### config.mk
export PLATFORM = sky130hd
export DESIGN_NAME = wctm_out
export DESIGN_NICKNAME = d
export VERILOG_FILES = /design/src/rtl/wctm_pkg.sv /design/src/rtl/wctm_out.sv
export SDC_FILE = /design/constraint.sdc
export NUM_CORES = 1
export LEC_CHECK = 0
export BUFFER_PORTS_ARGS = -buffer_cell sky130_fd_sc_hd__buf_2
export CAP_MARGIN = 15
export CORE_MARGIN = 10
export CORE_UTILIZATION = 56
export CTS_CLUSTER_SIZE = 40
export DETAILED_ROUTE_END_ITERATION = 8
export GPL_TIMING_DRIVEN = 0
export PLACE_DENSITY = 0.85
export SLEW_MARGIN = 20
export SYNTH_ARGS = -nofsm -noshare
export SYNTH_HDL_FRONTEND = slang
export SYNTH_SLANG_ARGS = --single-unit
### constraint.sdc
create_clock -name clk -period 17.1 [get_ports clk]
set_clock_uncertainty 0.05 [all_clocks]
set_input_delay 2.565 -clock clk [delete_from_list [all_inputs] [get_ports clk]]
set_output_delay 2.565 -clock clk [all_outputs]
set_load 0.03 [all_outputs]
### src/rtl/wctm_pkg.sv
// ----------------------------------------------------------------------------
// wctm_pkg
// Types and constants of the wall column texel mapper.
// ----------------------------------------------------------------------------
package wctm_pkg;

  localparam int MAX_TEX_DIM    = 1024;
  localparam int MAX_SCREEN_DIM = 4096;
  localparam int PITCH_MAX      = 8192;
  localparam int BPP_MAX        = 4;

  localparam int HDIV_STAGES = 20;  // quotient bits of the height divider
  localparam int RDIV_STAGES = 10;  // quotient bits of the row divider

  typedef enum logic [2:0] {
    REG_SCREEN_HEIGHT = 3'd0,
    REG_TEX_WIDTH     = 3'd1,
    REG_TEX_HEIGHT    = 3'd2,
    REG_ROW_PITCH     = 3'd3,
    REG_BYTES_PER_PIX = 3'd4
  } reg_idx_t;

  localparam logic [2:0] FACE_NORTH = 3'd0;
  localparam logic [2:0] FACE_SOUTH = 3'd1;
  localparam logic [2:0] FACE_EAST  = 3'd2;
  localparam logic [2:0] FACE_WEST  = 3'd3;
  localparam logic [2:0] TEX_DOOR   = 3'd4;

  // Saturated configuration as the datapath uses it
  typedef struct packed {
    logic [11:0] sh;
    logic [10:0] tw;
    logic [10:0] th;
    logic [13:0] pitch;
    logic [2:0]  bpp;
  } cfg_t;

  typedef struct packed {
    logic [2:0]  face;
    logic        door;
    logic [15:0] dist_q8;
    logic [15:0] fx;
    logic [15:0] fy;
    logic [11:0] col;
    logic [19:0] wrow;
  } in_t;

  typedef struct packed {
    logic        pv;
    logic [2:0]  tid;
    logic [9:0]  tcol;
    logic [11:0] col;
    logic [19:0] wrow;
    logic [30:0] rprod;
    logic [15:0] dist_q8;
  } item_t;

  typedef struct packed {
    logic        pv;
    logic [2:0]  tid;
    logic [9:0]  tcol;
    logic [11:0] col;
    logic [30:0] rprod;
    logic [19:0] wh;
    logic [20:0] srow;
    logic        onscr;
    logic        last;
  } mid_t;

  typedef struct packed {
    logic        pv;
    logic [2:0]  tid;
    logic [9:0]  tcol;
    logic [9:0]  trow;
    logic [23:0] offs;
    logic [11:0] col;
    logic [20:0] srow;
    logic        onscr;
    logic        last;
    logic [19:0] wh;
  } res_t;

endpackage

### src/rtl/wctm_out.sv
// ----------------------------------------------------------------------------
// wctm_out
// Output register with a skid entry; frees the pipeline from downstream ready.
// ----------------------------------------------------------------------------
module wctm_out import wctm_pkg::*; (
  input  logic clk,
  input  logic rst,
  input  logic in_vld,
  input  res_t in_d,
  input  logic m_ready,
  output logic en,
  output logic m_valid,
  output res_t m_d
);

  logic skid_v;
  res_t skid_d;

  assign en = !skid_v;

  always_ff @(posedge clk) begin
    if (rst) begin
      m_valid <= 1'b0;
      skid_v  <= 1'b0;
    end else if (skid_v) begin
      if (m_ready) begin
        skid_v <= 1'b0;
      end
    end else if (!m_valid || m_ready) begin
      m_valid <= in_vld;
    end else if (in_vld) begin
      skid_v <= 1'b1;
    end
  end

  always_ff @(posedge clk) begin
    if (skid_v) begin
      if (m_ready) begin
        m_d <= skid_d;
      end
    end else if (!m_valid || m_ready) begin
      m_d <= in_d;
    end else begin
      skid_d <= in_d;
    end
  end

endmodule

Word level (Yosys, flattened, before mapping)
Index checks and enable logic that the tools add are counted. W data, S select, Z words.

Input port bits: 107. Bits in registers: 208. Word-level logic and storage cells: 39. Output and inout port bits: 105.

Reductions and logical operators: 7. Equality and inequality tests: 1. Bitwise gates (word level): 2. Muxes and demuxes: 7.

Operators by type and width (number): $mux W103 (3); $reduce_and A2 Y1 (3); $mux W1 (4); $logic_not A1 Y1 (2); $ne A2 B2 Y1 const B (1); $not A1 Y1 (2); $reduce_bool A2 Y1 (1); $logic_or A1 B1 Y1 (1).

Depth between registers and ports, before layout
Depth after elaboration: 4. Depth in mapped cells: 5. Depth with buffers taken out: 2.

Worst setup path before layout
OpenSTA, ideal clock, no wires.

Kind: input -> register. From: input m_ready. To: register skid_d[0] in the netlist's numbering, enable pin. Slack: 6344 ps. Path buffers: 0. Arrival: 9994 ps. Setup time: 712 ps. Data required time: 16338 ps. Cell stages on the path: 1. Path through: nor3b_1.

Cells in the longest elaborated chain, start to end: 3.

RTL lines: start: declaration (line wctm_out.sv:10) `input logic m_ready,`; $logic_or A1 B1 Y1 (line wctm_out.sv:41) `end else if (!m_valid || m_ready) begin`; $not A1 Y1 (no source line); $reduce_and A2 Y1 (no source line); end signal: assignment (line wctm_out.sv:44) `skid_d <= in_d;`; end: declaration (line wctm_out.sv:17) `res_t skid_d;`.

Every way passes these cells. A chain may end at the register's enable or synchronous reset.

Worst setup path in the final report
From: input m_ready. To: register skid_d[68] in the netlist's numbering, enable pin.

The elaborated chain is that of the path after synthesis.

==> results.md <==
* Most instantiated library cell after synthesis: edfxtp_1
* GPL Wtd Cong at 0.765
* Row count at 42
* Status: finished clean
* Die W at 136 um
* Top Ports at 212
* Required time worst endpoint at 17.23 ns
* Routed WL per cell at 21.2 um
* Worst Slack Setup Final at 12.89 ns
* GRT Overall Usage at 17.1%
* Setup Viol. Count Final at 0
* CTS sink cnt at 208
* Avg Cell Area, Syn at 22.7 sq um
* Number of synthesized register bits at 208
* Total gr overflow at 0
* YS warnings at 0
* Synth area leaders: edfxtp_1 82%, mux2_2 15%, mux2_4 1.0%
* Synth Area in Adders at 0%
* Post-Route WL at 16400 um
* M1 wire length at 5990 um
* Postcts setup bufs at 0
* Simple-gate portion of the synthesized area at 0.332%
* Hold_ws at 0.496 ns
* Max clock buf depth at 3
* Fmax at 237 MHz
* Arr. time, crit path at 4.34 ns
* Sequential share of the synthesized area at 82.5%
* Uppermost layer routed: met4
* Largest net degree at the start of global routing at 27
* Area grow syn2layout at 29.0%
* Filler cells at 814
* Distinct cells, synth at 14
* H-tree levels at 1
* Final hold vios at 0
* Compound-Gate Fraction of Synth Area at 0.381%
* CTS Hold Bufs at 0
* Placement Setup Slack at 12.37 ns
* Core ar. at 13200 sq um
* Worst Hold Class: reg -> reg
* Max VDD drop at 0.0000928 V
* Number of synthesized flops with an enable pin at 206
* Worst rel slew slack at 53.3%
* Multiplexer share of the synthesized area at 15.6%
* Final Critical Period at 4.21 ns
* Fin nets at 688
* Share of cells above drive strength 1 at 63.5%
* PwrDens at 122 nW/um^2
* First-pass GRT wire length at 24700 um
* Die area at 18500 sq um
* Metal3 WL at 1510 um
* Buffers added on ports at 211
* Main synth FF type: edfxtp_1
* Synth top cells by count: 206 x edfxtp_1, 98 x mux2_2, 9 x buf_2, 5 x mux2_4, 3 x buf_6
* Initial DRC count at 193
* Drt via density at 5.16
* Cts bufs inserted at 21
* CTS tree: done
* Reg clk slew, reported paths at 0.06 ns
* Vias in the first global route at 4401
* Die Y at 136 um
* Clock latency on the worst-skew pair at 0.47 ns
* Syn_nets at 439
* CP max FO at 10
* Mapped Area at 7540 sq um
* Via count at 3986
* Clk root buf: clkbuf_16
* Final period util at 24.6%
* # DRC at 0
* # Max-Cap Violations at 0
* Synth Area in XOR/XNOR at 0%
* Setup CP Type: in -> reg
* Setup TNS at 0 ns
* Post-synth ARST share at 0%
* Yosys top cell area share at 82.0%
* Leading area contributor after synthesis: edfxtp_1
* Post-synthesis cell count at 332
* Worst-margin pin slew at 0.697 ns
* Worst Setup End Kind: flop
* Initial core utilization at 57.0%
* Drt pass-1 iters at 6
* Leak at 3.80 nW
* RSZ-0062 raised after global routing: false
* WL met2 at 8660 um
* Type of origin of the critical path: input port
* Post-DRT Antenna Nets at 0
* Slew Viols, Final at 0
* DPL Wire Length at 11900 um
* Initial antenna violation count at 1
* Largest family of logic cells by synthesized area: multiplexers
* Post_cts resized at 0
cells in the final DEF (no fill, tap or decap), drive strengths merged:
cell	count
buf	238
nor3b	1
a21oi	1
diode	2
o21bai	1
edfxtp	206
nand2b	1
nor3	1
mux2	103
nor2b	1
clkinv	9
dfxtp	2
o32ai	1
clkbuf	25
inv	2
bufinv	3
cells by family (layout without fill, tap and decap cells):
| group | after synthesis | count (layout) |
|---|---|---|
| mux | 103 | 103 |
| buf+inv | 14 | 277 |
| compound gates | 3 | 3 |
| other cells | 0 | 2 |
| flops | 208 | 208 |
| simple gates | 4 | 4 |
area by class of cell:
class / instances / area (sq um) / share of cell area, %
Antenna cell: 2 / 5.00 / 0.0514
Buffer: 12 / 78.8 / 0.810
Clock buffer: 25 / 561 / 5.76
Clock inverter: 12 / 134 / 1.38
Inverter: 2 / 7.51 / 0.0772
Multi-Input combinational cell: 110 / 1250 / 12.8
Sequential cell: 208 / 6230 / 64.0
Tap cell: 176 / 220 / 2.26
Timing Repair Buffer: 226 / 1250 / 12.8
state kept, by name (all words and copies together) (netlist names):
register / count
m_d: 103
skid_d: 103
m_valid: 1
skid_v: 1
per-stage QoR:
step	area [sq um]	cells	total power, mW	utilization, %
finish	9730	773	1.19	73.5
global route	9730	772	1.23	73.5
CTS	9720	771	1.20	73.4
detailed placement	9030	734	0.746	68.2
global placement	8820	719	0.742	66.6
floorplan	7540	332	0.697	-
power breakdown:
| part | internal, mW | total [mW] | leakage (nW) | switching [mW] |
|---|---|---|---|---|
| Clock | 0.278 | 0.454 | 0.351 | 0.176 |
| Sequential | 0.599 | 0.608 | 2.03 | 0.00883 |
| Combinational | 0.0434 | 0.126 | 1.42 | 0.0830 |
| Total | 0.921 | 1.19 | 3.80 | 0.268 |
path summary, 6_finish.rpt:
check	startpoint	endpoint	slack [ns]	cells after the start
max reg2reg	skid_v	skid_d[68]	14.31	9
min reg2reg	skid_d[59]	m_d[59]	0.50	1
max	m_ready	skid_d[68]	12.89	7
min	skid_d[59]	m_d[59]	0.50	1
critical path: stages:
cell and delay, ns:
buf_2 0.13, nor3b_2 0.58, buf_6 0.23, buf_4 0.20
buf_4 0.22, buf_4 0.21, buf_4 0.20
metal layers:
| layer | up-vias | GRT usage (%) |
|---|---|---|
| met4 | 0 | 4.14 |
| met2 | 171 | 30.0 |
| met3 | 19 | 5.79 |
| met5 | - | 0 |
| li1 | 1833 | - |
| met1 | 1963 | 19.8 |
Power figures use the tool's default switching activity.
