### src/rtl/wctm_pkg.sv
// ----------------------------------------------------------------------------
// wctm_pkg
// Types and constants of the wall column texel mapper.
// ----------------------------------------------------------------------------
package wctm_pkg;

  localparam int MAX_TEX_DIM    = 1024;
  localparam int MAX_SCREEN_DIM = 4096;
  localparam int PITCH_MAX      = 8192;
  localparam int BPP_MAX        = 4;

  localparam int HDIV_STAGES = 20;  // quotient bits of the height divider
  localparam int RDIV_STAGES = 10;  // quotient bits of the row divider

  typedef enum logic [2:0] {
    REG_SCREEN_HEIGHT = 3'd0,
    REG_TEX_WIDTH     = 3'd1,
    REG_TEX_HEIGHT    = 3'd2,
    REG_ROW_PITCH     = 3'd3,
    REG_BYTES_PER_PIX = 3'd4
  } reg_idx_t;

  localparam logic [2:0] FACE_NORTH = 3'd0;
  localparam logic [2:0] FACE_SOUTH = 3'd1;
  localparam logic [2:0] FACE_EAST  = 3'd2;
  localparam logic [2:0] FACE_WEST  = 3'd3;
  localparam logic [2:0] TEX_DOOR   = 3'd4;

  // Saturated configuration as the datapath uses it
  typedef struct packed {
    logic [11:0] sh;
    logic [10:0] tw;
    logic [10:0] th;
    logic [13:0] pitch;
    logic [2:0]  bpp;
  } cfg_t;

  typedef struct packed {
    logic [2:0]  face;
    logic        door;
    logic [15:0] dist_q8;
    logic [15:0] fx;
    logic [15:0] fy;
    logic [11:0] col;
    logic [19:0] wrow;
  } in_t;

  typedef struct packed {
    logic        pv;
    logic [2:0]  tid;
    logic [9:0]  tcol;
    logic [11:0] col;
    logic [19:0] wrow;
    logic [30:0] rprod;
    logic [15:0] dist_q8;
  } item_t;

  typedef struct packed {
    logic        pv;
    logic [2:0]  tid;
    logic [9:0]  tcol;
    logic [11:0] col;
    logic [30:0] rprod;
    logic [19:0] wh;
    logic [20:0] srow;
    logic        onscr;
    logic        last;
  } mid_t;

  typedef struct packed {
    logic        pv;
    logic [2:0]  tid;
    logic [9:0]  tcol;
    logic [9:0]  trow;
    logic [23:0] offs;
    logic [11:0] col;
    logic [20:0] srow;
    logic        onscr;
    logic        last;
    logic [19:0] wh;
  } res_t;

endpackage

### src/rtl/wctm_rdiv.sv
// ----------------------------------------------------------------------------
// wctm_rdiv
// Pipelined divider for the texture row, then row clamp and texel offset.
// ----------------------------------------------------------------------------
module wctm_rdiv import wctm_pkg::*; (
  input  logic clk,
  input  logic rst,
  input  logic en,
  input  logic in_vld,
  input  mid_t in_d,
  input  cfg_t cfg,
  output logic out_vld,
  output res_t out_d
);

  logic        v_q   [1:RDIV_STAGES];
  logic [20:0] rem_q [1:RDIV_STAGES];
  logic [9:0]  quo_q [1:RDIV_STAGES];
  mid_t        it_q  [1:RDIV_STAGES];

  // Row below the wall height keeps the quotient under 1024, so the top
  // bits of the product start as the first partial remainder.
  for (genvar k = 0; k < RDIV_STAGES; k++) begin : g_stg
    logic        vin;
    logic [20:0] rin;
    logic [9:0]  qin;
    mid_t        iin;
    logic [21:0] trial;
    logic        ge;

    if (k == 0) begin : g_first
      assign vin = in_vld;
      assign rin = in_d.rprod[30:10];
      assign qin = '0;
      assign iin = in_d;
    end else begin : g_next
      assign vin = v_q[k];
      assign rin = rem_q[k];
      assign qin = quo_q[k];
      assign iin = it_q[k];
    end

    assign trial = {rin, iin.rprod[RDIV_STAGES-1-k]};
    assign ge    = trial >= {2'd0, iin.wh};

    always_ff @(posedge clk) begin
      if (rst) begin
        v_q[k+1] <= 1'b0;
      end else if (en) begin
        v_q[k+1] <= vin;
      end
    end

    always_ff @(posedge clk) begin
      if (en) begin
        rem_q[k+1] <= ge ? 21'(trial - {2'd0, iin.wh}) : trial[20:0];
        quo_q[k+1] <= {qin[8:0], ge};
        it_q[k+1]  <= iin;
      end
    end
  end

  mid_t        itm;
  logic [9:0]  th_m1;
  logic [9:0]  trow;
  logic [23:0] offs;

  always_comb begin
    itm   = it_q[RDIV_STAGES];
    th_m1 = 10'(cfg.th - 11'd1);
    if (itm.wh == 20'd0) begin
      trow = '0;
    end else if (itm.last) begin
      trow = th_m1;
    end else begin
      trow = quo_q[RDIV_STAGES];
    end
    offs = 24'(trow) * 24'(cfg.pitch) + 24'(itm.tcol) * 24'(cfg.bpp);
  end

  always_ff @(posedge clk) begin
    if (rst) begin
      out_vld <= 1'b0;
    end else if (en) begin
      out_vld <= v_q[RDIV_STAGES];
    end
  end

  always_ff @(posedge clk) begin
    if (en) begin
      out_d.pv    <= itm.pv;
      out_d.tid   <= itm.pv ? itm.tid : 3'd0;
      out_d.tcol  <= itm.pv ? itm.tcol : 10'd0;
      out_d.trow  <= itm.pv ? trow : 10'd0;
      out_d.offs  <= itm.pv ? offs : 24'd0;
      out_d.col   <= itm.col;
      out_d.srow  <= itm.pv ? itm.srow : 21'd0;
      out_d.onscr <= itm.pv && itm.onscr;
      out_d.last  <= itm.pv && itm.last;
      out_d.wh    <= itm.wh;
    end
  end

endmodule

### config.mk
export PLATFORM = sky130hd
export DESIGN_NAME = wctm_rdiv
export DESIGN_NICKNAME = d
export VERILOG_FILES = /design/src/rtl/wctm_pkg.sv /design/src/rtl/wctm_rdiv.sv
export SDC_FILE = /design/constraint.sdc
export NUM_CORES = 2
export LEC_CHECK = 0
export BUFFER_PORTS_ARGS = -buffer_cell sky130_fd_sc_hd__buf_2
export CORE_MARGIN = 2
export CORE_UTILIZATION = 45
export DETAILED_ROUTE_END_ITERATION = 10
export SYNTH_ARGS = -nofsm -noshare
export SYNTH_HDL_FRONTEND = slang
export SYNTH_SLANG_ARGS = --single-unit
export TNS_END_PERCENT = 100
### constraint.sdc
create_clock -name clk -period 14.7 [get_ports clk]
set_input_delay 2.205 -clock clk [delete_from_list [all_inputs] [get_ports clk]]
set_output_delay 2.205 -clock clk [all_outputs]
set_load 0.05 [all_outputs]
Yosys cells after proc, flatten, opt, wreduce, memory -nomap -nowiden
Memories as Yosys holds them, arrays and structs flattened. A register that Yosys moved wholly into a read port is not among the register bits.
Cells that the tools add are included.
{"block": "totals", "regBits": 103, "ram_bits": 1320, "inputBits": 155, "output_inout_bits": 104, "elab_cells": 79, "n_memories": 4}
{"memory": "it_q", "depth": 10, "width": 100, "rd": 10, "rd_ports_with_merged_regs": 0, "wr": 10, "line_no": "wctm_rdiv.sv:19", "source": "mid_t it_q [1:RDIV_STAGES];"}
{"memory": "rem_q", "depth": 10, "width": 21, "rd": 9, "rd_ports_with_merged_regs": 0, "wr": 10, "line_no": "wctm_rdiv.sv:17", "source": "logic [20:0] rem_q [1:RDIV_STAGES];"}
{"memory": "quo_q", "depth": 10, "width": 10, "rd": 10, "rd_ports_with_merged_regs": 0, "wr": 10, "line_no": "wctm_rdiv.sv:18", "source": "logic [9:0] quo_q [1:RDIV_STAGES];"}
{"memory": "v_q", "depth": 10, "width": 1, "rd": 10, "rd_ports_with_merged_regs": 1, "wr": 10, "line_no": "wctm_rdiv.sv:16", "source": "logic v_q [1:RDIV_STAGES];"}
{"block": "classes", "addsub": 12, "multipliers": 2, "n_lt_le_gt_ge": 10, "mux": 28, "n_bitwise": 10, "n_reduce_logical": 3}
{"operator": "$ge 22x20->1", "n": 10}
{"operator": "$mux 21", "n": 10}
{"operator": "$sub 21x20->21", "n": 10}
{"operator": "$add 24x13->24", "n": 1}
{"operator": "$mul 10x14->24", "n": 1}
{"operator": "$logic_not 20->1", "n": 1}
{"operator": "$mux 10", "n": 2}
{"operator": "$mux 1", "n": 16}
{"operator": "$mul 10x3->13", "n": 1}
{"operator": "$or 1x1->1", "n": 10}
{"operator": "$sub 10x1->10 const B", "n": 1}
{"operator": "$logic_and 1x1->1", "n": 2}

Longest topological paths before layout
{"block": "depth", "word_depth": 5, "depth_mapped": 26, "depth_no_buf": 25}

Worst setup path after synthesis
Ideal clock, no wire load.
{"block": "synth_path", "kind": "input port to flip-flop", "from": "input cfg[17] (netlist bit)", "to": "register out_d[75] (netlist bit) (data pin)", "setup_time_ps": 255, "t_arrival_ps": 8066, "required_ps": 14445, "slack_ps": 6380, "path_stages": 24, "path_buffers": 1, "path_cell_list": "inv_1 > ha_1 > nor3b_1 > nand2_1 > xor2_1 > a211oi_1 > clkbuf_1 > nand2_1 > fa_1 > inv_1 > ha_1 > fa_1 > fa_1 > inv_1 > fa_1 > inv_1 > ha_1 > o21ai_0 > a21boi_0 > a2111oi_0 > or3_1 > a31o_2 > xnor2_1 > and2_1"}
{"block": "synth_between", "elab_chain_cells": 5}
{"item": "start: declaration", "line_no": "wctm_rdiv.sv:11", "source": "input cfg_t cfg,"}
{"item": "$sub 10x1->10", "line_no": "wctm_rdiv.sv:70", "source": "th_m1 = 10'(cfg.th - 11'd1);"}
{"item": "$mux 10", "line_no": "wctm_rdiv.sv:73", "source": "end else if (itm.last) begin"}
{"item": "$mux 10", "line_no": "wctm_rdiv.sv:71", "source": "if (itm.wh == 20'd0) begin"}
{"item": "$mul 10x14->24", "line_no": "wctm_rdiv.sv:78", "source": "offs = 24'(trow) * 24'(cfg.pitch) + 24'(itm.tcol) * 24'(cfg.bpp);"}
{"item": "$add 24x13->24", "line_no": "wctm_rdiv.sv:78"}
{"item": "end: declaration", "line_no": "wctm_rdiv.sv:13", "source": "output res_t out_d"}
No other way between the ends.
A chain may end at the register's enable or synchronous reset.

Final worst setup path
{"block": "layout_path", "from": "input cfg[20] (netlist bit)", "to": "register out_d[77] (netlist bit) (data pin)"}
The elaborated chain is that of the path after synthesis.

==> impl_metrics.tcl <==
set metrics [dict create \
    cts_made_buffers 111 \
    path_class "primary input to flip-flop" \
    root_buffer "clkbuf_16" \
    syn_nets 4499 \
    synth_compound_area_frac 0.0947 \
    synth_top_family_by_area "adder cells" \
    grt_antenna_before_repair 3 \
    synth.area.top_cells "edfxtp_1, ha_1, fa_1" \
    synth_xor_area_frac 0.0256 \
    synth_cells 3940 \
    cts_sinks 1093 \
    ys_ff_latch 1093 \
    power_density_nw_per_um2 199 \
    worstPathRequired_ns 15.24 \
    synth_commonest_cells "edfxtp_1, inv_1, nand2_1" \
    cts_setup_buffers 0 \
    yosysUniqueCellTypes 89 \
    hold_viol_final 0 \
    final_area_um2 59000 \
    grt_max_degree 184 \
    maxSlewHeadroom 0.260 \
    period_needed_ns 8.68 \
    rr_worst_depth 22 \
    synth.avg_cell_area_um2 13.3 \
    cp_slowest_cell "a211oi_2" \
    power.leakage_nw 23.3 \
    drcViolationCount 0 \
    yosysSeqAreaShare 0.626 \
    synth-edff-count 1092 \
    tns_ns 0 \
    cpMostUsedCell "fa_1" \
    dr.pass1.iters 6 \
    ys_warn_count 0 \
    max_freq_ghz 0.115 \
    drive_above_1_share 0.117 \
    htree_levels 3 \
    syn_to_final_growth_pct 12.7 \
    die_y_um 345 \
    layout_setup_ws_ns 6.02 \
    setup_viol 0 \
    clkLatencyLatePin_ns 0.72 \
    cts_tree "done" \
    initial_utilization 0.452 \
    grt_overflow 0 \
    tightestPinTransition_ns 1.11 \
    wl_um 99800 \
    ant_nets 0 \
    worstPathCellList "buf_2, or4_1, nor4_1, xnor2_1, a211oi_2, and2_1, fa_1, fa_1, fa_1, fa_1, inv_1, fa_1, inv_1, ha_1, or3_1, a2111oi_0, or3_1, a21boi_0, o22ai_1, mux2i_1" \
    synthMostInstantiatedCell "edfxtp_1" \
    synth_fa_ha_area_frac 0.116 \
    yosys.area.top_type "edfxtp_1" \
    finClkSkew_ns 0.0550 \
    clockBufferDepth 3 \
    drtIter0Drc 2114 \
    place_area_um2 55300 \
    dpl.hpwl_um 71600 \
    core_um2 116000 \
    slew_viol_final 0 \
    timing.hold.ws_ns 0.403 \
    min_path_cells 0 \
    synth-async-reset-ratio 0 \
    muxShareOfSynthArea 0.0116 \
    mappedNetlistArea_um2 52400 \
    num_rows 125 \
    place_congestion 0.909 \
    cp.arrival_ns 9.22 \
    vias_per_cell 5.17 \
    wl_per_cell_um 17.1 \
    grt_pass1_wl_um 160000 \
    die_x_um 345 \
    pre_cts_slack_ns 5.30 \
    status "finished clean" \
    synth-simple-area-share 0.0856 \
    synth_top_area_frac 0.626 \
    cap_violations 0 \
    ctsHoldBuffers 0 \
    ioPinCount 259 \
    ys.flop_type "edfxtp_1" \
    cp_slowest_stage_delay_ns 0.93 \
    vias 30100 \
    start_kind "primary input" \
    period_share 0.591 \
    final_util 0.510 \
    final_nets 4763 \
    cts_resized 0 \
    clkTransAtPathRegs_ns 0.06 \
    critPathMaxFanout 15 \
    grt.total_usage 0.168 \
    port_buffers 234 \
    rsz0062_at_grt "no" \
    hp-class "flip-flop to flip-flop" \
    ir_drop_uv 159 \
    crit_path_end_kind "flip-flop" \
    die_area_um2 119000 \
    first_global_vias 29400 \
]
==> cell families after synthesis <==
family          count (synthesis)
xor+xnor                      153
mux                            56
buf+inv                       555
fa+ha+maj                     404
flops                        1093
compound gates                762
simple gates                  917
==> critical path: cells and delay by family <==
family	cells	cell delay, ns
AO/OA/AOI/OAI	4	1.90
XOR/XNOR	1	0.12
adder cells (fa/ha/maj)	6	2.74
buffers and inverters	3	0.20
multiplexers	1	0.23
AND/OR/NAND/NOR	5	1.79
==> cell usage in the layout, fill, tap and decap left out, types with 112 or more instances in the layout <==
cell type	n
edfxtp_1	1092
inv_1	441
nand2_1	308
ha_1	270
buf_2	233
o21ai_0	216
a21oi_1	182
nor2_1	170
and2_1	158
fa_1	134
clkbuf_16	112
==> cell type report <==
type | count | area (um^2)
clock inverters | 66 | 766
flip-flops and latches | 1093 | 32800
well taps | 1524 | 1910
fillers | 10000 | 56800
repair buffers | 263 | 1440
clock buffers | 139 | 2970
multi-input cells | 2292 | 17500
diodes | 1 | 2.50
inverters | 443 | 1660
==> through the flow <==
step                std cells  power (mW)
finish                   5821        11.7
CTS                      5820        11.9
floorplan                3940        7.83
global route             5820        12.6
detailed placement       5615        8.96
global placement         5615        8.91
==> report_power, final <==
group	internal (mW)	total (mW)	leakage, nW	switching [mW]
Combinational	1.89	4.60	10.7	2.70
Clock	1.67	2.85	1.80	1.18
Sequential	4.09	4.30	10.7	0.215
==> registers in the layout, summed over array words and instances, names as in the netlist <==
| register | flops |
|---|---|
| out_d | 103 |
| v_q | 10 |
| it_q | 735 |
| rem_q | 189 |
| quo_q | 55 |
| out_vld | 1 |
==> metal layers <==
layer | wire, um | up-vias | global-route usage
met5 | 0 | - | 0
met1 | 45600 | 14500 | 0.232
met3 | 4180 | 149 | 0.0260
met2 | 47800 | 619 | 0.278
li1 | - | 14800 | -
met4 | 2240 | 0 | 0.0437
==> final timing paths <==
check                              startpoint            end  slack (ns)
worst max-delay path                  cfg[20]      out_d[77]        6.02
worst min-delay path             it_q[0][908]  it_q[0][1008]        0.40
worst max register to register  it_q[0][1040]      out_d[78]        7.21
worst min register to register   it_q[0][908]  it_q[0][1008]        0.40
Power figures use the tool's default switching activity.
