===== config.mk =====
export PLATFORM = sky130hd
export DESIGN_NAME = wctm_front
export DESIGN_NICKNAME = d
export VERILOG_FILES = /design/src/rtl/wctm_pkg.sv /design/src/rtl/wctm_front.sv
export SDC_FILE = /design/constraint.sdc
export NUM_CORES = 1
export LEC_CHECK = 0
export BUFFER_PORTS_ARGS = -buffer_cell sky130_fd_sc_hd__buf_2
export CAP_MARGIN = 5
export CORE_ASPECT_RATIO = 1.25
export CORE_UTILIZATION = 28
export CTS_BUF_LIST = sky130_fd_sc_hd__clkbuf_8
export DETAILED_ROUTE_END_ITERATION = 6
export HOLD_SLACK_MARGIN = 0.08
export PLACE_DENSITY = 0.52
export SYNTH_ARGS = -nofsm -noshare
export SYNTH_HDL_FRONTEND = slang
export SYNTH_SLANG_ARGS = --single-unit

===== constraint.sdc =====
create_clock -name clk -period 18.65 [get_ports clk]
set_input_delay 3.73 -clock clk [delete_from_list [all_inputs] [get_ports clk]]
set_output_delay 3.73 -clock clk [all_outputs]
set_load 0.03 [all_outputs]

===== src/rtl/wctm_pkg.sv =====
// ----------------------------------------------------------------------------
// wctm_pkg
// Types and constants of the wall column texel mapper.
// ----------------------------------------------------------------------------
package wctm_pkg;

  localparam int MAX_TEX_DIM    = 1024;
  localparam int MAX_SCREEN_DIM = 4096;
  localparam int PITCH_MAX      = 8192;
  localparam int BPP_MAX        = 4;

  localparam int HDIV_STAGES = 20;  // quotient bits of the height divider
  localparam int RDIV_STAGES = 10;  // quotient bits of the row divider

  typedef enum logic [2:0] {
    REG_SCREEN_HEIGHT = 3'd0,
    REG_TEX_WIDTH     = 3'd1,
    REG_TEX_HEIGHT    = 3'd2,
    REG_ROW_PITCH     = 3'd3,
    REG_BYTES_PER_PIX = 3'd4
  } reg_idx_t;

  localparam logic [2:0] FACE_NORTH = 3'd0;
  localparam logic [2:0] FACE_SOUTH = 3'd1;
  localparam logic [2:0] FACE_EAST  = 3'd2;
  localparam logic [2:0] FACE_WEST  = 3'd3;
  localparam logic [2:0] TEX_DOOR   = 3'd4;

  // Saturated configuration as the datapath uses it
  typedef struct packed {
    logic [11:0] sh;
    logic [10:0] tw;
    logic [10:0] th;
    logic [13:0] pitch;
    logic [2:0]  bpp;
  } cfg_t;

  typedef struct packed {
    logic [2:0]  face;
    logic        door;
    logic [15:0] dist_q8;
    logic [15:0] fx;
    logic [15:0] fy;
    logic [11:0] col;
    logic [19:0] wrow;
  } in_t;

  typedef struct packed {
    logic        pv;
    logic [2:0]  tid;
    logic [9:0]  tcol;
    logic [11:0] col;
    logic [19:0] wrow;
    logic [30:0] rprod;
    logic [15:0] dist_q8;
  } item_t;

  typedef struct packed {
    logic        pv;
    logic [2:0]  tid;
    logic [9:0]  tcol;
    logic [11:0] col;
    logic [30:0] rprod;
    logic [19:0] wh;
    logic [20:0] srow;
    logic        onscr;
    logic        last;
  } mid_t;

  typedef struct packed {
    logic        pv;
    logic [2:0]  tid;
    logic [9:0]  tcol;
    logic [9:0]  trow;
    logic [23:0] offs;
    logic [11:0] col;
    logic [20:0] srow;
    logic        onscr;
    logic        last;
    logic [19:0] wh;
  } res_t;

endpackage


===== src/rtl/wctm_front.sv =====
// ----------------------------------------------------------------------------
// wctm_front
// Input register, texture select and the two products of the front end.
// ----------------------------------------------------------------------------
module wctm_front import wctm_pkg::*; (
  input  logic  clk,
  input  logic  rst,
  input  logic  en,
  input  logic  in_vld,
  input  in_t   in_d,
  input  cfg_t  cfg,
  output logic  out_vld,
  output item_t out_d
);

  logic        v0;
  in_t         r0;
  logic        v1;
  logic        pv1;
  logic [2:0]  tid1;
  logic [26:0] fprod;
  logic [11:0] col1;
  logic [19:0] wrow1;
  logic [30:0] rprod1;
  logic [15:0] dist1;

  logic        pv0;
  logic [2:0]  tid0;
  logic [15:0] frac;
  logic [10:0] tcol_raw;
  logic [9:0]  tw_m1;
  logic [9:0]  tcol;

  always_comb begin
    pv0      = r0.door || (r0.face <= FACE_WEST);
    tid0     = r0.door ? TEX_DOOR : r0.face;
    frac     = (r0.face == FACE_NORTH || r0.face == FACE_SOUTH) ? r0.fx : r0.fy;
    tcol_raw = fprod[26:16];
    tw_m1    = 10'(cfg.tw - 11'd1);
    tcol     = (tcol_raw > {1'b0, tw_m1}) ? tw_m1 : tcol_raw[9:0];
  end

  always_ff @(posedge clk) begin
    if (rst) begin
      v0      <= 1'b0;
      v1      <= 1'b0;
      out_vld <= 1'b0;
    end else if (en) begin
      v0      <= in_vld;
      v1      <= v0;
      out_vld <= v1;
    end
  end

  always_ff @(posedge clk) begin
    if (en) begin
      r0     <= in_d;
      pv1    <= pv0;
      tid1   <= tid0;
      fprod  <= 27'(frac) * 27'(cfg.tw);
      col1   <= r0.col;
      wrow1  <= r0.wrow;
      rprod1 <= 31'(r0.wrow) * 31'(cfg.th);
      dist1  <= (r0.dist_q8 == 16'd0) ? 16'd1 : r0.dist_q8;

      out_d.pv      <= pv1;
      out_d.tid     <= tid1;
      out_d.tcol    <= tcol;
      out_d.col     <= col1;
      out_d.wrow    <= wrow1;
      out_d.rprod   <= rprod1;
      out_d.dist_q8 <= dist1;
    end
  end

endmodule


# Yosys cells after proc, flatten, opt, wreduce, memory -nomap -nowiden
# Cells that the tools add are included.
[classes] order_cmp=2 n_mux=2 addsub=1 mul=2 n_reduce_logical=4 eq_ne=1
[ops] op="$mul A20 B11 Y31" count=1
[ops] op="$mul A16 B11 Y27" count=1
[ops] op="$logic_not A16 Y1" count=1
[ops] op="$mux W16" count=1
[ops] op="$gt A11 B10 Y1" count=1
[ops] op="$mux W10" count=1
[ops] op="$sub A10 B1 Y10 const B" count=1
[ops] op="$eq A3 B1 Y1 const B" count=1
[ops] op="$le A3 B2 Y1 const B" count=1
[ops] op="$logic_not A3 Y1" count=1
[ops] op="$logic_or A1 B1 Y1" count=2
[word_totals] register_bits=290 input_bits=139 out_inout_bits=94 word_cells=36

# Longest topological paths before layout
# Gate-level depths: netlist of the first run.
[logic_depth] word_depth=4 ltp_mapped=24 depth_no_buf=22

# Least setup slack after synthesis of the first run
# OpenSTA, ideal clock, no wires.
[synth_timing] path_kind="input-to-reg" start="input cfg[19] (netlist bit)" end="register rprod1[26] (data pin)" n_path_buf=1 required_time_ps=18388 setup_slack_ps=9604 setup_ps=262 arrival_time_ps=8784 cell_stages=21 path_cell_list="clkbuf_1 -> nand2_1 -> fa_1 -> inv_1 -> fa_1 -> inv_1 -> fa_1 -> inv_1 -> fa_1 -> inv_1 -> fa_1 -> inv_1 -> ha_1 -> a21o_1 -> a221o_1 -> a221o_1 -> a41oi_2 -> o31ai_2 -> a211oi_1 -> o21bai_1 -> xor2_1"
[synth_via] elab_chain_cells=1
[synth_lines] item="from (decl)" line_no="wctm_front.sv:11" source="input cfg_t cfg,"
[synth_lines] item="$mul A20 B11 Y31" line_no="wctm_front.sv:63" source="rprod1 <= 31'(r0.wrow) * 31'(cfg.th);"
[synth_lines] item="to (signal assigned)" line_no="wctm_front.sv:63"
[synth_lines] item="to (decl)" line_no="wctm_front.sv:24" source="logic [30:0] rprod1;"
# Every way passes these cells.
# A chain may end at the register's enable or synchronous reset.

# Final worst setup path of the first run
# Ends and elaborated chain as after synthesis.

==> impl_results.md, run 1 <==
* Main area contributors after synthesis: edfxtp_1 (39%), fa_1 (27%), ha_1 (8.5%), inv_1 (5.5%), and2_1 (4.8%)
* Async set-reset flop share out of synthesis at 0%
* Most common library cells after synthesis: inv_1 (306), fa_1 (285), edfxtp_1 (271), nand2_1 (235), and2_1 (162)
* Status: finished with violations
* PostCTS Resize Cnt at 0
* Maximum net fanout on the critical path at 20
* Initial DRC Count at 523
* Top delay family on crit path: adder cells
* Normalized max-slew margin at 16.0%
* Gpl congestion at 0.818
* Slowest cell delay on critical path at 0.55 ns
* TritonCTS Buffers at 49
* Die Width at 247 microns
* Hold WC Path Type: reg2reg
* FF+latch count, synth at 274
* Core area at 73700 sq um
* Main flop type after synthesis: edfxtp_1
* DIE HEIGHT at 308 microns
* Drt wl/cell at 16.3 microns
* Cell Area, Synth at 21000 sq um
* Syn_nets at 2329
* Top-count cell post-synth: inv_1
* Wirelength, routed at 47.8 mm
* DRT Pass-1 Iters at 7
* Final period util at 48.2%
* Top cell type's share of synthesized area at 38.7%
* Net count, final at 2501
* Initial Util at 28.5%
* Via count at 13.1k
* Clock sink total at 274
* PD cells at 172 nW/um^2
* Mapped Cells at 1763
* Post-synth EDFFs at 271
* Least-Margin Pin Slew at 1.26 ns
* Crit path buf inv count at 6
* CP Class: in2reg
* Number of global-route vias before repair at 14.8k
* Number of routed nets with antenna violations at 0
* Final Skew at 0.0539 ns
* # rows at 111
* Leak at 10.5 nW
* Total negative slack at 0 ns
* Fin. Hold Viols at 0
* Drc violations at 40
* Post-CTS setup buffers at 0
* CTS max path bufs at 3
* Overflow after GRT at 0
* Setup slack after layout at 9.66 ns
* Leading area contributor after synthesis: edfxtp_1
* Max Fclk at 0.111 GHz
* Max H-tree Level at 2
* CP endpoint kind: flop
* First-pass GRT wire length at 77.2 mm
* Distinct cells, synth at 56
* RSZ-0062 raised after global routing: false
* Syn-to-layout area delta at 13.9%
* Failing checks: DRC
* Ys Warns at 0
* Clock transition at path regs at 0.06 ns
* Final setup fails at 0
* CP Cell Sequence: buf_2 -> nand2_1 -> fa_1 -> inv_1 -> fa_1 -> inv_1 -> fa_1 -> inv_1 -> fa_1 -> inv_1 -> fa_1 -> inv_1 -> ha_1 -> a21o_1 -> a221o_1 -> a221o_1 -> a41oi_2 -> o31ai_2 -> a211oi_1 -> o21bai_1 -> xor2_1
* Final HPWL from detailed placement at 36.0 mm
* Clock latency on the worst-skew pair at 0.65 ns
* Hold WS at 0.411 ns
* Largest net degree at the start of global routing at 90
* IO Pins at 233
* Utilization after layout at 32.5%
* Seq/Total Area, Yosys at 39.0%
* Mean Syn Cell Area at 11.9 sq um
* Cts hold-fix bufs at 0
* Post-route minimum period at 8.99 ns
* Initial antenna violation count at 3
* Buffers on Ports at 203
* Critical Path RT at 19.00 ns
* VDD IR-drop max at 0.125 mV
* Fin. max-slew vios at 0
* CTS tree: done
* Die Area at 76100 sq um
* CP Data Arrival Time at 9.34 ns
* Max-Cap Viols at 0
* CTS root buffer: clkbuf_8
* Share of layout cells above drive strength 1 at 15.3%
* Total GRT Usage at 13.1%
* Worst setup SP type: primary input
* Crit-path slowest cell: fa_1
* Dpl ws at 9.07 ns
* Vias/cell at 4.47
-- area by class of cell --
type | instances | area, sq um
fillers | 7539 | 49800
clock inverters | 35 | 270
well taps | 960 | 1200
multi-input cells | 1095 | 11300
flip-flops and latches | 274 | 8200
diodes | 3 | 7.51
inverters | 308 | 1160
repair buffers | 207 | 1060
clock buffers | 52 | 716
-- where the power goes --
group	internal, W	total [W]	switching [W]
Combinational	0.00108	0.00257	0.00149
Sequential	0.000919	0.000966	0.0000476
Clock	0.000315	0.000574	0.000259
Total	0.00231	0.00411	0.00180
-- registers in the layout, indices dropped and copies added, names as in the netlist --
register  count
pv1           1
out_d        93
wrow1        20
fprod        11
tid1          3
r0           84
v1            1
out_vld       1
dist1        16
col1         12
v0            1
rprod1       31
-- placed cells by master (no fill, tap or decap), types with 11 or more instances in the layout --
master	Yosys	layout
buf_2	0	202
o21ai_0	11	11
inv_1	306	321
a21oi_1	31	31
edfxtp_1	271	271
clkbuf_8	0	52
fa_1	285	285
ha_1	142	142
a21o_1	11	11
xnor2_1	28	28
nor2_1	27	26
mux2i_1	19	19
xor2_1	16	16
mux2_2	16	16
nand2_1	235	235
nand3_1	12	12
and2_1	162	162
-- worst paths after layout --
path                            startpoint         end  slack, ns  cells past startpoint
worst min-delay path             dist1[12]   out_d[12]       0.41                      0
worst max register to register      r0[83]   fprod[25]      12.02                     22
worst min register to register   dist1[12]   out_d[12]       0.41                      0
worst max-delay path               cfg[19]  rprod1[26]       9.66                     21
-- per-stage QoR --
step           total power (W)  cell area, sq um  instances
2_1_floorplan          0.00293             21000       1763
3_3_place_gp           0.00359             22900       2844
3_5_place_dp           0.00362             22900       2844
4_1_cts                0.00424             23900       2931
5_1_grt                0.00461             23900       2934
6_report               0.00411             23900       2934
-- layer usage --
layer / track usage (%) / part of all wire [%]
met4: 4.74 / 3.2
met1: 14.5 / 38
met2: 24.0 / 52
met3: 3.07 / 6.5
met5: 0 / 0.052
-- worst reg2reg max path: stages (launching register included) --
cell and delay [ns]:
edfxtp_1 0.43, nor2_2 0.10, buf_4 0.37, mux2_2 0.55, and2_1 0.23, fa_1 0.53, inv_1 0.05, fa_1 0.53
inv_1 0.05, fa_1 0.48, fa_1 0.50, inv_1 0.05, fa_1 0.48, inv_1 0.04, ha_1 0.26, o21a_1 0.11
o21ai_0 0.08, or2_2 0.30, a31oi_1 0.37, o21ai_0 0.23, a31oi_1 0.36, a21oi_1 0.15, xnor2_1 0.15
-- kinds of logic after synthesis --
logic type	Yosys count	synth area share, %
flip-flops	274	39.0
adder cells (fa/ha/maj)	427	35.6
XOR/XNOR	44	1.83
buffers and inverters	394	7.04
AND/OR/NAND/NOR	489	11.4
AO/OA/AOI/OAI	100	3.34
multiplexers	35	1.76
Power figures use the tool's default switching activity.
==> inputs of run 2 (changes only) <==
==> constraint.sdc (replaced) <==
create_clock -name clk -period 8.5 [get_ports clk]
set_input_delay 1.7 -clock clk [delete_from_list [all_inputs] [get_ports clk]]
set_output_delay 1.7 -clock clk [all_outputs]
set_load 0.03 [all_outputs]
==> run 2 against run 1 <==
  * Largest cell class unchanged
  * Non-clock buffer count is the same
  * Sequential power rose by 120%
  * Flip-flop and latch count did not move
  * The run still ends with DRC left
==> impl_results.md, run 2 (same netlist as run 1, synthesis figures left out) <==
* Post-route minimum period at 7.01 ns
* Clock sink total at 274
* Total negative slack at 0 ns
* R2R Setup Slk at 1.84 ns
* Fillcell total at 7509
* End point of the critical path: rprod1[26]
* Initial antenna violation count at 3
* Clock latency on the worst-skew pair at 0.66 ns
* VDD IR-drop max at 0.300 mV
* Share of layout cells above drive strength 1 at 15.1%
* First-pass GRT wire length at 76.8 mm
* Leak at 10.5 nW
* Fin. Hold Viols at 0
* Worst setup SP type: primary input
* Max Fclk at 0.143 GHz
* Post-CTS setup buffers at 0
* Normalized max-slew margin at 33.3%
* Max H-tree Level at 2
* Cts hold-fix bufs at 0
* Max reg flops at 93
* Most common cell after layout, fill and taps aside: inv_1
* Worst Reg2Reg Path Length in Cells at 22
* TritonCTS Buffers at 48
* CTS tree: done
* Final setup fails at 0
* Reg2Reg Capture Point: fprod[25]
* # rows at 111
* Number of routed nets with antenna violations at 0
* Hold_sp: rprod1[8]
* Least-Margin Pin Slew at 1.00 ns
* Net count, final at 2500
* CP endpoint kind: flop
* Die Width at 247 microns
* DRT Pass-1 Iters at 7
* Clock transition at path regs at 0.06 ns
* Failing checks: DRC
* DIE HEIGHT at 308 microns
* CP Class: in2reg
* Critical Path RT at 8.85 ns
* Hold WS at 0.409 ns
* Total GRT Usage at 13.1%
* Largest net degree at the start of global routing at 145
* Overflow after GRT at 0
* Initial DRC Count at 581
* Hold WC Path Type: reg2reg
* Maximum net fanout on the critical path at 20
* Drt wl/cell at 16.2 microns
* RSZ-0062 raised after global routing: false
* Critical path origin: cfg[19]
* Top reg by flops: out_d
* Final HPWL from detailed placement at 35.7 mm
* Drc violations at 41
* Reg2Reg Launch Point: r0[83]
* Fin. max-slew vios at 0
* PostCTS Resize Cnt at 0
* IO Pins at 233
* Buffers on Ports at 203
* CP Data Arrival Time at 7.37 ns
* Max-Cap Viols at 0
* Utilization after layout at 32.3%
* Wirelength, routed at 47.5 mm
* Final period util at 82.5%
* Final Skew at 0.0504 ns
* CTS max path bufs at 3
* PD cells at 375 nW/um^2
* Syn-to-layout area delta at 13.5%
* Status: finished with violations
* Core area at 73700 sq um
* Most frequent cells in the layout: inv_1 (318), fa_1 (285), edfxtp_1 (271)
* Gpl congestion at 0.816
* Initial Util at 28.5%
* Largest registers: out_d x93, r0 x84, rprod1 x31
* Number of global-route vias before repair at 14.7k
* Vias/cell at 4.43
* Die Area at 76100 sq um
* Via count at 13.0k
* CTS root buffer: clkbuf_8
[run 2: changes by cell type in the layout (fill, tap and decap cells not counted), sizes merged]
| cell | previous run | this run |
|---|---|---|
| clkinv | 14 | 18 |
| bufinv | 4 | 0 |
| inv | 323 | 320 |
| diode | 3 | 2 |
| clkinvlp | 2 | 1 |
[run 2: how the worst min path moves through the flow]
stage                     end  slack [ns]  cells past startpoint
floorplan             col1[0]        0.40                      0
global placement     out_d[9]        0.40                      0
detailed placement  out_d[10]        0.40                      0
CTS                 out_d[58]        0.41                      0
global route        out_d[74]        0.42                      0
finish              out_d[24]        0.41                      0
[run 2: critical path, cell delays in order]
cell and delay (ns):
buf_2 0.35, nand2_1 0.15, fa_1 0.56, inv_1 0.06
fa_1 0.51, inv_1 0.06, fa_1 0.53, inv_1 0.05
fa_1 0.47, inv_1 0.05, fa_1 0.47, inv_1 0.04
ha_1 0.37, a21o_1 0.19, a221o_1 0.34, a221o_1 0.34
a41oi_2 0.38, o31ai_2 0.22, a211oi_1 0.25, o21bai_1 0.12
xor2_1 0.15
[run 2: through the flow]
step	setup WS [ns]	power (W)	cell area, sq um	std cells
after global placement	0.923	0.00796	23000	2843
after CTS	1.58	0.00925	23800	2926
after floorplan	1.48	0.00643	21000	1763
after global routing	1.25	0.0101	23800	2929
final	1.49	0.00895	23800	2929
after detailed placement	0.884	0.00802	23000	2843
[run 2: cell type report]
class	instances	area, sq um	share of cell area, %
multi-input cells	1095	11300	47.5
inverters	308	1160	4.85
clock inverters	31	164	0.687
well taps	960	1200	5.04
flip-flops and latches	274	8200	34.4
diodes	2	5.00	0.0210
repair buffers	207	1070	4.50
clock buffers	52	716	3.00
[run 2: layer usage]
layer / vias up / global-route usage, % / wire length (microns)
met1: 6608 / 14.6 / 18300
met3: 91 / 2.98 / 2880
met5: - / 0 / 27
li1: 5946 / - / -
met4: 4 / 4.68 / 1520
met2: 324 / 23.9 / 24700
[run 2: power by group]
group          total, W  internal [W]  switching, W
Sequential      0.00212       0.00202      0.000104
Combinational   0.00570       0.00238       0.00332
Clock           0.00113      0.000569      0.000563
Total           0.00895       0.00497       0.00398
