## src/rtl/wctm_pkg.sv

```systemverilog
// ----------------------------------------------------------------------------
// wctm_pkg
// Types and constants of the wall column texel mapper.
// ----------------------------------------------------------------------------
package wctm_pkg;

  localparam int MAX_TEX_DIM    = 1024;
  localparam int MAX_SCREEN_DIM = 4096;
  localparam int PITCH_MAX      = 8192;
  localparam int BPP_MAX        = 4;

  localparam int HDIV_STAGES = 20;  // quotient bits of the height divider
  localparam int RDIV_STAGES = 10;  // quotient bits of the row divider

  typedef enum logic [2:0] {
    REG_SCREEN_HEIGHT = 3'd0,
    REG_TEX_WIDTH     = 3'd1,
    REG_TEX_HEIGHT    = 3'd2,
    REG_ROW_PITCH     = 3'd3,
    REG_BYTES_PER_PIX = 3'd4
  } reg_idx_t;

  localparam logic [2:0] FACE_NORTH = 3'd0;
  localparam logic [2:0] FACE_SOUTH = 3'd1;
  localparam logic [2:0] FACE_EAST  = 3'd2;
  localparam logic [2:0] FACE_WEST  = 3'd3;
  localparam logic [2:0] TEX_DOOR   = 3'd4;

  // Saturated configuration as the datapath uses it
  typedef struct packed {
    logic [11:0] sh;
    logic [10:0] tw;
    logic [10:0] th;
    logic [13:0] pitch;
    logic [2:0]  bpp;
  } cfg_t;

  typedef struct packed {
    logic [2:0]  face;
    logic        door;
    logic [15:0] dist_q8;
    logic [15:0] fx;
    logic [15:0] fy;
    logic [11:0] col;
    logic [19:0] wrow;
  } in_t;

  typedef struct packed {
    logic        pv;
    logic [2:0]  tid;
    logic [9:0]  tcol;
    logic [11:0] col;
    logic [19:0] wrow;
    logic [30:0] rprod;
    logic [15:0] dist_q8;
  } item_t;

  typedef struct packed {
    logic        pv;
    logic [2:0]  tid;
    logic [9:0]  tcol;
    logic [11:0] col;
    logic [30:0] rprod;
    logic [19:0] wh;
    logic [20:0] srow;
    logic        onscr;
    logic        last;
  } mid_t;

  typedef struct packed {
    logic        pv;
    logic [2:0]  tid;
    logic [9:0]  tcol;
    logic [9:0]  trow;
    logic [23:0] offs;
    logic [11:0] col;
    logic [20:0] srow;
    logic        onscr;
    logic        last;
    logic [19:0] wh;
  } res_t;

endpackage

```

## src/rtl/wctm_hdiv.sv

```systemverilog
// ----------------------------------------------------------------------------
// wctm_hdiv
// Pipelined restoring divider for the wall height, then screen row and flags.
// ----------------------------------------------------------------------------
module wctm_hdiv import wctm_pkg::*; (
  input  logic  clk,
  input  logic  rst,
  input  logic  en,
  input  logic  in_vld,
  input  item_t in_d,
  input  cfg_t  cfg,
  output logic  out_vld,
  output mid_t  out_d
);

  logic [19:0] num;
  logic        v_q   [1:HDIV_STAGES];
  logic [15:0] rem_q [1:HDIV_STAGES];
  logic [19:0] quo_q [1:HDIV_STAGES];
  item_t       it_q  [1:HDIV_STAGES];

  assign num = {cfg.sh, 8'd0};

  for (genvar k = 0; k < HDIV_STAGES; k++) begin : g_stg
    logic        vin;
    logic [15:0] rin;
    logic [19:0] qin;
    item_t       iin;
    logic [16:0] trial;
    logic        ge;

    if (k == 0) begin : g_first
      assign vin = in_vld;
      assign rin = '0;
      assign qin = '0;
      assign iin = in_d;
    end else begin : g_next
      assign vin = v_q[k];
      assign rin = rem_q[k];
      assign qin = quo_q[k];
      assign iin = it_q[k];
    end

    assign trial = {rin, num[HDIV_STAGES-1-k]};
    assign ge    = trial >= {1'b0, iin.dist_q8};

    always_ff @(posedge clk) begin
      if (rst) begin
        v_q[k+1] <= 1'b0;
      end else if (en) begin
        v_q[k+1] <= vin;
      end
    end

    always_ff @(posedge clk) begin
      if (en) begin
        rem_q[k+1] <= ge ? 16'(trial - {1'b0, iin.dist_q8}) : trial[15:0];
        quo_q[k+1] <= {qin[18:0], ge};
        it_q[k+1]  <= iin;
      end
    end
  end

  logic [19:0]        wh;
  item_t              itm;
  logic signed [21:0] diff;
  logic signed [21:0] adj;
  logic signed [21:0] srow_w;

  always_comb begin
    wh     = quo_q[HDIV_STAGES];
    itm    = it_q[HDIV_STAGES];
    diff   = $signed({10'd0, cfg.sh}) - $signed({2'd0, wh});
    // halve toward zero
    adj    = diff + $signed({21'd0, diff[21]});
    srow_w = $signed({2'd0, itm.wrow}) + (adj >>> 1);
  end

  always_ff @(posedge clk) begin
    if (rst) begin
      out_vld <= 1'b0;
    end else if (en) begin
      out_vld <= v_q[HDIV_STAGES];
    end
  end

  always_ff @(posedge clk) begin
    if (en) begin
      out_d.pv    <= itm.pv;
      out_d.tid   <= itm.tid;
      out_d.tcol  <= itm.tcol;
      out_d.col   <= itm.col;
      out_d.rprod <= itm.rprod;
      out_d.wh    <= wh;
      out_d.srow  <= (srow_w > 22'sd1048575) ? 21'h0FFFFF : srow_w[20:0];
      out_d.onscr <= !srow_w[21] && (srow_w < $signed({10'd0, cfg.sh}));
      out_d.last  <= itm.wrow >= wh;
    end
  end

endmodule

```

## config.mk

```make
export PLATFORM = sky130hd
export DESIGN_NAME = wctm_hdiv
export DESIGN_NICKNAME = d
export VERILOG_FILES = /design/src/rtl/wctm_pkg.sv /design/src/rtl/wctm_hdiv.sv
export SDC_FILE = /design/constraint.sdc
export NUM_CORES = 2
export LEC_CHECK = 0
export BUFFER_PORTS_ARGS = -buffer_cell sky130_fd_sc_hd__clkbuf_2
export CORE_ASPECT_RATIO = 1.2
export CORE_MARGIN = 5
export CORE_UTILIZATION = 50
export DETAILED_ROUTE_END_ITERATION = 8
export PLACE_DENSITY = 0.67
export SLEW_MARGIN = 20
export SYNTH_ARGS = -nofsm -noshare
export SYNTH_HDL_FRONTEND = slang
export SYNTH_SLANG_ARGS = --single-unit
```

## constraint.sdc

```tcl
create_clock -name clk -period 7.5 [get_ports clk]
set_clock_uncertainty 0.05 [all_clocks]
set_input_delay 0.375 -clock clk [delete_from_list [all_inputs] [get_ports clk]]
set_output_delay 0.375 -clock clk [all_outputs]
set_load 0.02 [all_outputs]
```

# Word-level counts from Yosys, hierarchy flattened

Memories as Yosys holds them, arrays and structs flattened. A register that Yosys moved wholly into a read port is not among the register bits.
Cells that the tools add are included.

Register bits: 100
Bits in latches: 0
RAM bits: 2,600
Bits in read-only memories: 0
Bits of input ports: 148
Output and inout port bits: 101
Word-level logic and storage cells: 127
Memories kept: 4

Memories:

| memory | depth | bits a word | rd ports | clocked after Yosys merged registers in | write ports | line            | RTL |
|---|---|---|---|---|---|---|---|
| it_q   | 20    | 93          | 20       | 0                                       | 20          | wctm_hdiv.sv:20 | `item_t it_q [1:HDIV_STAGES];` |
| quo_q  | 20    | 20          | 20       | 0                                       | 20          | wctm_hdiv.sv:19 | `logic [19:0] quo_q [1:HDIV_STAGES];` |
| rem_q  | 20    | 16          | 19       | 0                                       | 20          | wctm_hdiv.sv:18 | `logic [15:0] rem_q [1:HDIV_STAGES];` |
| v_q    | 20    | 1           | 20       | 1                                       | 20          | wctm_hdiv.sv:17 | `logic v_q [1:HDIV_STAGES];` |

$add $sub $neg: 23
$mul: 0
Div/mod/pow operators: 0
Magnitude comparators: 23
Equal/unequal tests: 0
Shifts and indexed selects: 0
Multiplexer cells: 46
Bitwise gates (word level): 20
Reduce and logical (&&, ||, !) cells: 2

Operators with widths:

| cell                                                             | count |
|---|---|
| greater-or-equal comparator 17 x 16 -> 1 bit                     | 19 |
| 2-to-1 mux 16 bit                                                | 20 |
| subtractor 16 bit                                                | 19 |
| 2-to-1 mux 1 bit                                                 | 26 |
| adder 21 x 2 -> 22 bit                                           | 1 |
| adder 21 x 21 -> 22 bit                                          | 1 |
| greater-than comparator 22 x 21 -> 1 bit (second input constant) | 1 |
| less-than comparator 22 x 13 -> 1 bit                            | 1 |
| subtractor 12 x 20 -> 21 bit                                     | 1 |
| greater-or-equal comparator 20 bit                               | 1 |
| OR 1 bit                                                         | 20 |
| greater-or-equal comparator 1 x 16 -> 1 bit                      | 1 |
| subtractor 1 x 16 -> 16 bit                                      | 1 |
| logical AND 1 bit                                                | 1 |
| logical NOT 1 bit                                                | 1 |

# Longest topological paths before layout

An unclocked memory read counts as a cell.

Depth after elaboration: 6
Depth in mapped cells: 27

# Worst setup path before layout

Ideal clock, no wire load.

Path kind: input to register
From: input cfg[39] (netlist name)
To: register out_d[1] (netlist name), data pin
Library setup time: 0.190 ns
Arrival time: 5.133 ns
Data required time: 7.260 ns
Slack: 2.126 ns
Stages on the path: 25
Path buffers: 0
Path through: inv_1 -> ha_1 -> fa_1 -> nor2b_4 -> o31a_1 -> o211ai_2 -> a2111oi_4 -> nor2_1 -> ha_1 -> nand3_1 -> nor3_1 -> and3_1 -> xor2_1 -> ha_1 -> or4_1 -> o22ai_1 -> xnor2_1 -> ha_1 -> a211oi_1 -> a21oi_1 -> nor3_1 -> o211ai_1 -> a211oi_1 -> nand4_1 -> a2111oi_2

Longest elaborated chain between the ends: 5
Elaborated cells on any way between the ends: 6

RTL lines:

| element                               | line            | RTL |
|---|---|---|
| from (decl)                           | wctm_hdiv.sv:11 | `input cfg_t cfg,` |
| subtractor 12 x 20 -> 21 bit          | wctm_hdiv.sv:73 | `diff = $signed({10'd0, cfg.sh}) - $signed({2'd0, wh});` |
| adder 21 x 2 -> 22 bit                | wctm_hdiv.sv:75 | `adj = diff + $signed({21'd0, diff[21]});` |
| adder 21 x 21 -> 22 bit               | wctm_hdiv.sv:76 | `srow_w = $signed({2'd0, itm.wrow}) + (adj >>> 1);` |
| via srow_w[8]                         | wctm_hdiv.sv:68 | `logic signed [21:0] srow_w;` |
| less-than comparator 22 x 13 -> 1 bit | wctm_hdiv.sv:96 | `out_d.onscr <= !srow_w[21] && (srow_w < $signed({10'd0, cfg.sh}));` |
| logical AND 1 bit                     | wctm_hdiv.sv:96 |  |
| to (decl)                             | wctm_hdiv.sv:13 | `output mid_t out_d` |

The timed path passes the listed nets, and every way through them passes these cells.
A chain may end at the register's enable or synchronous reset.

==> impl_results.rst <==
.. list-table::
   :header-rows: 1

   * - Metric
     - Value
   * - Result of the run
     - completed
   * - Leakage power
     - 39.79 nW
   * - Library cell with the highest instance count after synthesis
     - sky130_fd_sc_hd__edfxtp_1
   * - Width of the die
     - just over 400 µm
   * - Type of the most critical hold path
     - primary input to register
   * - Number of failing hold endpoints at the final stage
     - 0
   * - Capturing element type of the critical path
     - register
   * - Maximum capacitance violations
     - 0
   * - Cell taking the most area after synthesis
     - sky130_fd_sc_hd__edfxtp_1
   * - Number of antenna violations at the first check in global routing
     - 4
   * - Core Rows
     - between 150 and 200
   * - TritonCTS clock tree
     - done
   * - Post-Synthesis Cell Area
     - 0.09458 mm²
   * - Reg-to-reg critical path startpoint
     - quo_q[0][400]
   * - Count of boundary I/O pins
     - approximately 250
   * - Nature of the critical path startpoint
     - register
   * - Level count of the clock H-tree
     - 4
   * - Top post-synthesis cells by area
     - sky130_fd_sc_hd__edfxtp_1 79%, sky130_fd_sc_hd__ha_1 4.9%, sky130_fd_sc_hd__mux2_2 1.9%, sky130_fd_sc_hd__inv_1 1.8%, sky130_fd_sc_hd__xnor2_1 1.5%
   * - CTS root buf
     - sky130_fd_sc_hd__clkbuf_16
   * - Met1 layer usage reported by global route
     - a little under a fifth
   * - Post-DP HPWL
     - just under 100000 µm
   * - Tightest slew margin relative to the limit
     - between 20 and 30%
   * - Area occupied by multi-input gates
     - approximately 0.018 mm²
   * - Aggregate global routing overflow
     - 0
   * - Number of flip-flops and latches in the synthesized netlist
     - roughly 2500
   * - Filler instances
     - between 10000 and 15000
   * - Cells after synthesis
     - 5362
   * - Remaining routing DRC violations
     - 0
   * - Initial standard-cell utilization of the core
     - 50.11%
   * - Proportion of layout cells with a drive suffix above 1
     - between 10% and 20%
   * - Post-route fraction of the period consumed by the critical path
     - between 80 and 90%
   * - Fraction of synthesized cell area taken by the top area cell type
     - approximately four fifths
   * - Count of flip-flops with a built-in enable after synthesis
     - around 2500
   * - Maximum vdd ir drop
     - ~230 µV
   * - Number of unique standard cell types used by synthesis
     - between 80 and 90
   * - Critical hold path startpoint
     - cfg[47]
   * - Global-route total usage across every layer
     - about 15%
   * - Count of cells along the worst register-to-register path
     - 23
   * - Vias per Instance
     - approximately 5.1
   * - Transition time of the tightest slew-check pin
     - between 1000 and 1500 ps
   * - Average wire length per cell after detail routing
     - 17.21 µm
   * - Total power divided by cell area
     - ~350 mW/mm²
   * - Achievable frequency
     - approximately 0.16 GHz
   * - Reg-to-reg endpoint
     - out_d[11]
   * - Class of the most critical setup path
     - register to register
   * - Number of sinks driven by the clock tree
     - roughly 2500
   * - Required time worst endpoint
     - between 8000 and 9000 ps
   * - Maximum count of clock buffers along a single path
     - 3
   * - Count of TritonRoute iterations in the first routing pass
     - 6
   * - Total Die Area
     - about 0.20 mm²
   * - Share of the yosys chip area belonging to registers
     - 78.69%
   * - Clock Pin Slew Worst Setup and Hold Paths
     - about 60 ps
   * - GR Layer Usage met2
     - approximately 26%
   * - Area added between synthesis and finish
     - 13.46%
   * - Max Slew Vio Count
     - 0
   * - Wire length reported by the detailed router
     - around 150000 µm
   * - Final RePlAce weighted congestion
     - between 0.8 and 0.9
   * - Endpoint of the worst hold-timing path
     - rem_q[0][64]
   * - Routed vias
     - about 44000
   * - Maximum fanout along the worst path
     - 16
   * - Clock latency at the later pin of the worst-skew pair
     - ~860 ps
   * - First-pass GRT wire length
     - approximately 240000 µm
   * - Number of nets in the layout
     - around 6400
   * - Port Buffer Count
     - approximately 210
   * - Worst-case register-to-register setup slack
     - between 1000 and 1500 ps
   * - Worst EP arrival
     - 6730 ps
   * - Commonest cells in the netlist
     - 2478 x sky130_fd_sc_hd__edfxtp_1, 454 x sky130_fd_sc_hd__inv_1, 370 x sky130_fd_sc_hd__ha_1
   * - Syn. warnings
     - 0
   * - Core area
     - around 0.19 mm²
   * - Number of global-route vias before repair
     - between 40000 and 50000
   * - Post-synth net total
     - 5900
   * - Chip Height
     - 486.4 µm
   * - Detail Route Antenna Nets
     - 0
   * - Minimum clock period
     - ~6200 ps
   * - Final setup TNS
     - 0 ps
   * - Total of endpoints with negative setup slack in the final report
     - 0
   * - Prevailing post-synth register cell
     - sky130_fd_sc_hd__edfxtp_1
   * - TritonCTS Buffers
     - ~230
   * - Async S/R FF share, synth
     - 0%
   * - Largest net degree at the start of global routing
     - 213
   * - Minimum hold slack
     - about 120 ps
   * - Peak-usage layer in the global routing report
     - met2
   * - Syn Area/Cell
     - around 18 µm²
   * - Number of cells traversed by the worst hold path
     - 4
   * - Post-cts resize count
     - 0
   * - Violation count after the first detailed-routing iteration
     - 2837
   * - RSZ-0062 raised after global routing
     - false
   * - Global-route met3 utilization
     - approximately 2.8%
   * - Reg area
     - roughly 0.074 mm²
## power by group
| group | internal, mW | switching [mW] | leakage [nW] |
|---|---|---|---|
| sequential | 17.4 | 0.695 | 24.3 |
| combinational | 3.62 | 4.47 | 11.9 |
| clock | 6.24 | 4.95 | 3.61 |
## worst max-delay path by stage
stage / startpoint / end / slack (ps) / cells after the start
after floorplan: cfg[39] / out_d[1] / 2130 / 25
after detailed placement: cfg[39] / out_d[2] / 1070 / 25
after CTS: quo_q[0][400] / out_d[11] / 1240 / 23
final: quo_q[0][400] / out_d[11] / 1290 / 23
after global placement: cfg[39] / out_d[1] / 1090 / 26
after global routing: quo_q[0][400] / out_d[11] / 830 / 23
## per-layer routing
layer / share of wire, % / wire length [µm]
met3: 4.0 / 5955
met5: 0 / 0
met1: 42 / 61400
met2: 50 / 74390
met4: 3.8 / 5652
## cells in the final DEF, fill, tap and decap left out, types with 130 or more instances in the layout
cell type / synthesis / routed
sky130_fd_sc_hd__inv_1: 454 / 454
sky130_fd_sc_hd__a21oi_1: 259 / 259
sky130_fd_sc_hd__nand2_1: 130 / 130
sky130_fd_sc_hd__nor2_1: 230 / 230
sky130_fd_sc_hd__mux2_2: 158 / 158
sky130_fd_sc_hd__clkbuf_16: 0 / 233
sky130_fd_sc_hd__edfxtp_1: 2478 / 2478
sky130_fd_sc_hd__ha_1: 370 / 370
sky130_fd_sc_hd__xnor2_1: 157 / 157
sky130_fd_sc_hd__clkbuf_2: 0 / 208
sky130_fd_sc_hd__o21ai_0: 165 / 165
## critical path: stages, from the launching register on
cell and delay [ps]:
sky130_fd_sc_hd__edfxtp_1 410, sky130_fd_sc_hd__ha_1 260, sky130_fd_sc_hd__fa_1 450, sky130_fd_sc_hd__nor2b_4 150, sky130_fd_sc_hd__o31a_1 230, sky130_fd_sc_hd__o211ai_2 160, sky130_fd_sc_hd__a2111oi_4 470, sky130_fd_sc_hd__nor2_1 80
sky130_fd_sc_hd__ha_1 230, sky130_fd_sc_hd__nand3_1 130, sky130_fd_sc_hd__nor3_1 80, sky130_fd_sc_hd__and3_1 210, sky130_fd_sc_hd__xor2_1 150, sky130_fd_sc_hd__ha_1 240, sky130_fd_sc_hd__or4_1 440, sky130_fd_sc_hd__o221ai_1 380
sky130_fd_sc_hd__o21ai_1 200, sky130_fd_sc_hd__o22a_1 240, sky130_fd_sc_hd__a21oi_1 280, sky130_fd_sc_hd__o21ai_0 210, sky130_fd_sc_hd__a21oi_1 180, sky130_fd_sc_hd__a21o_1 250, sky130_fd_sc_hd__buf_4 340, sky130_fd_sc_hd__nand2b_2 90
## timing repair
action                                 in CTS  in global routing
buffers inserted                            0                  0
hold buffers                              102                  0
endpoints found under the hold margin     186                  0
## area by class of cell
class,count,area share [%]
Antenna cell,1,0.002332
Clock buffer,273,5.573
Clock inverter,155,1.319
Inverter,454,1.588
Multi-Input combinational cell,2382,16.97
Sequential cell,2479,69.36
Tap cell,2478,2.889
Timing Repair Buffer,344,2.303
## kinds of logic (layout without fill, tap and decap cells)
group           count (synthesis)  after routing  share of synthesized area [%]
flops                        2479           2479                          78.69
simple gates                  820            820                          4.478
compound gates                760            760                          5.167
buf+inv                       501           1226                          2.060
fa+ha+maj                     390            390                          5.318
xor+xnor                      226            226                          2.101
mux                           186            186                          2.183
other cells                     0              1                              0
## state kept, by name, summed over array words and instances (netlist names)
signal / count
it_q: 1844
quo_q: 210
rem_q: 304
out_d: 100
v_q: 20
out_vld: 1
## per-stage QoR
stage	worst slack (ps)	power, mW	std cells	util, %	instance area (µm²)
2_1_floorplan	2126	24.16	5362	-	94580
3_3_place_gp	1089	26.16	8035	52.40	98890
3_5_place_dp	1071	26.40	8035	52.40	98890
4_1_cts	1242	37.82	8565	56.85	107300
5_1_grt	829.7	39.42	8566	56.86	107300
6_report	1294	37.41	8566	56.86	107300
No activity file was read; power rests on OpenSTA's default activity.
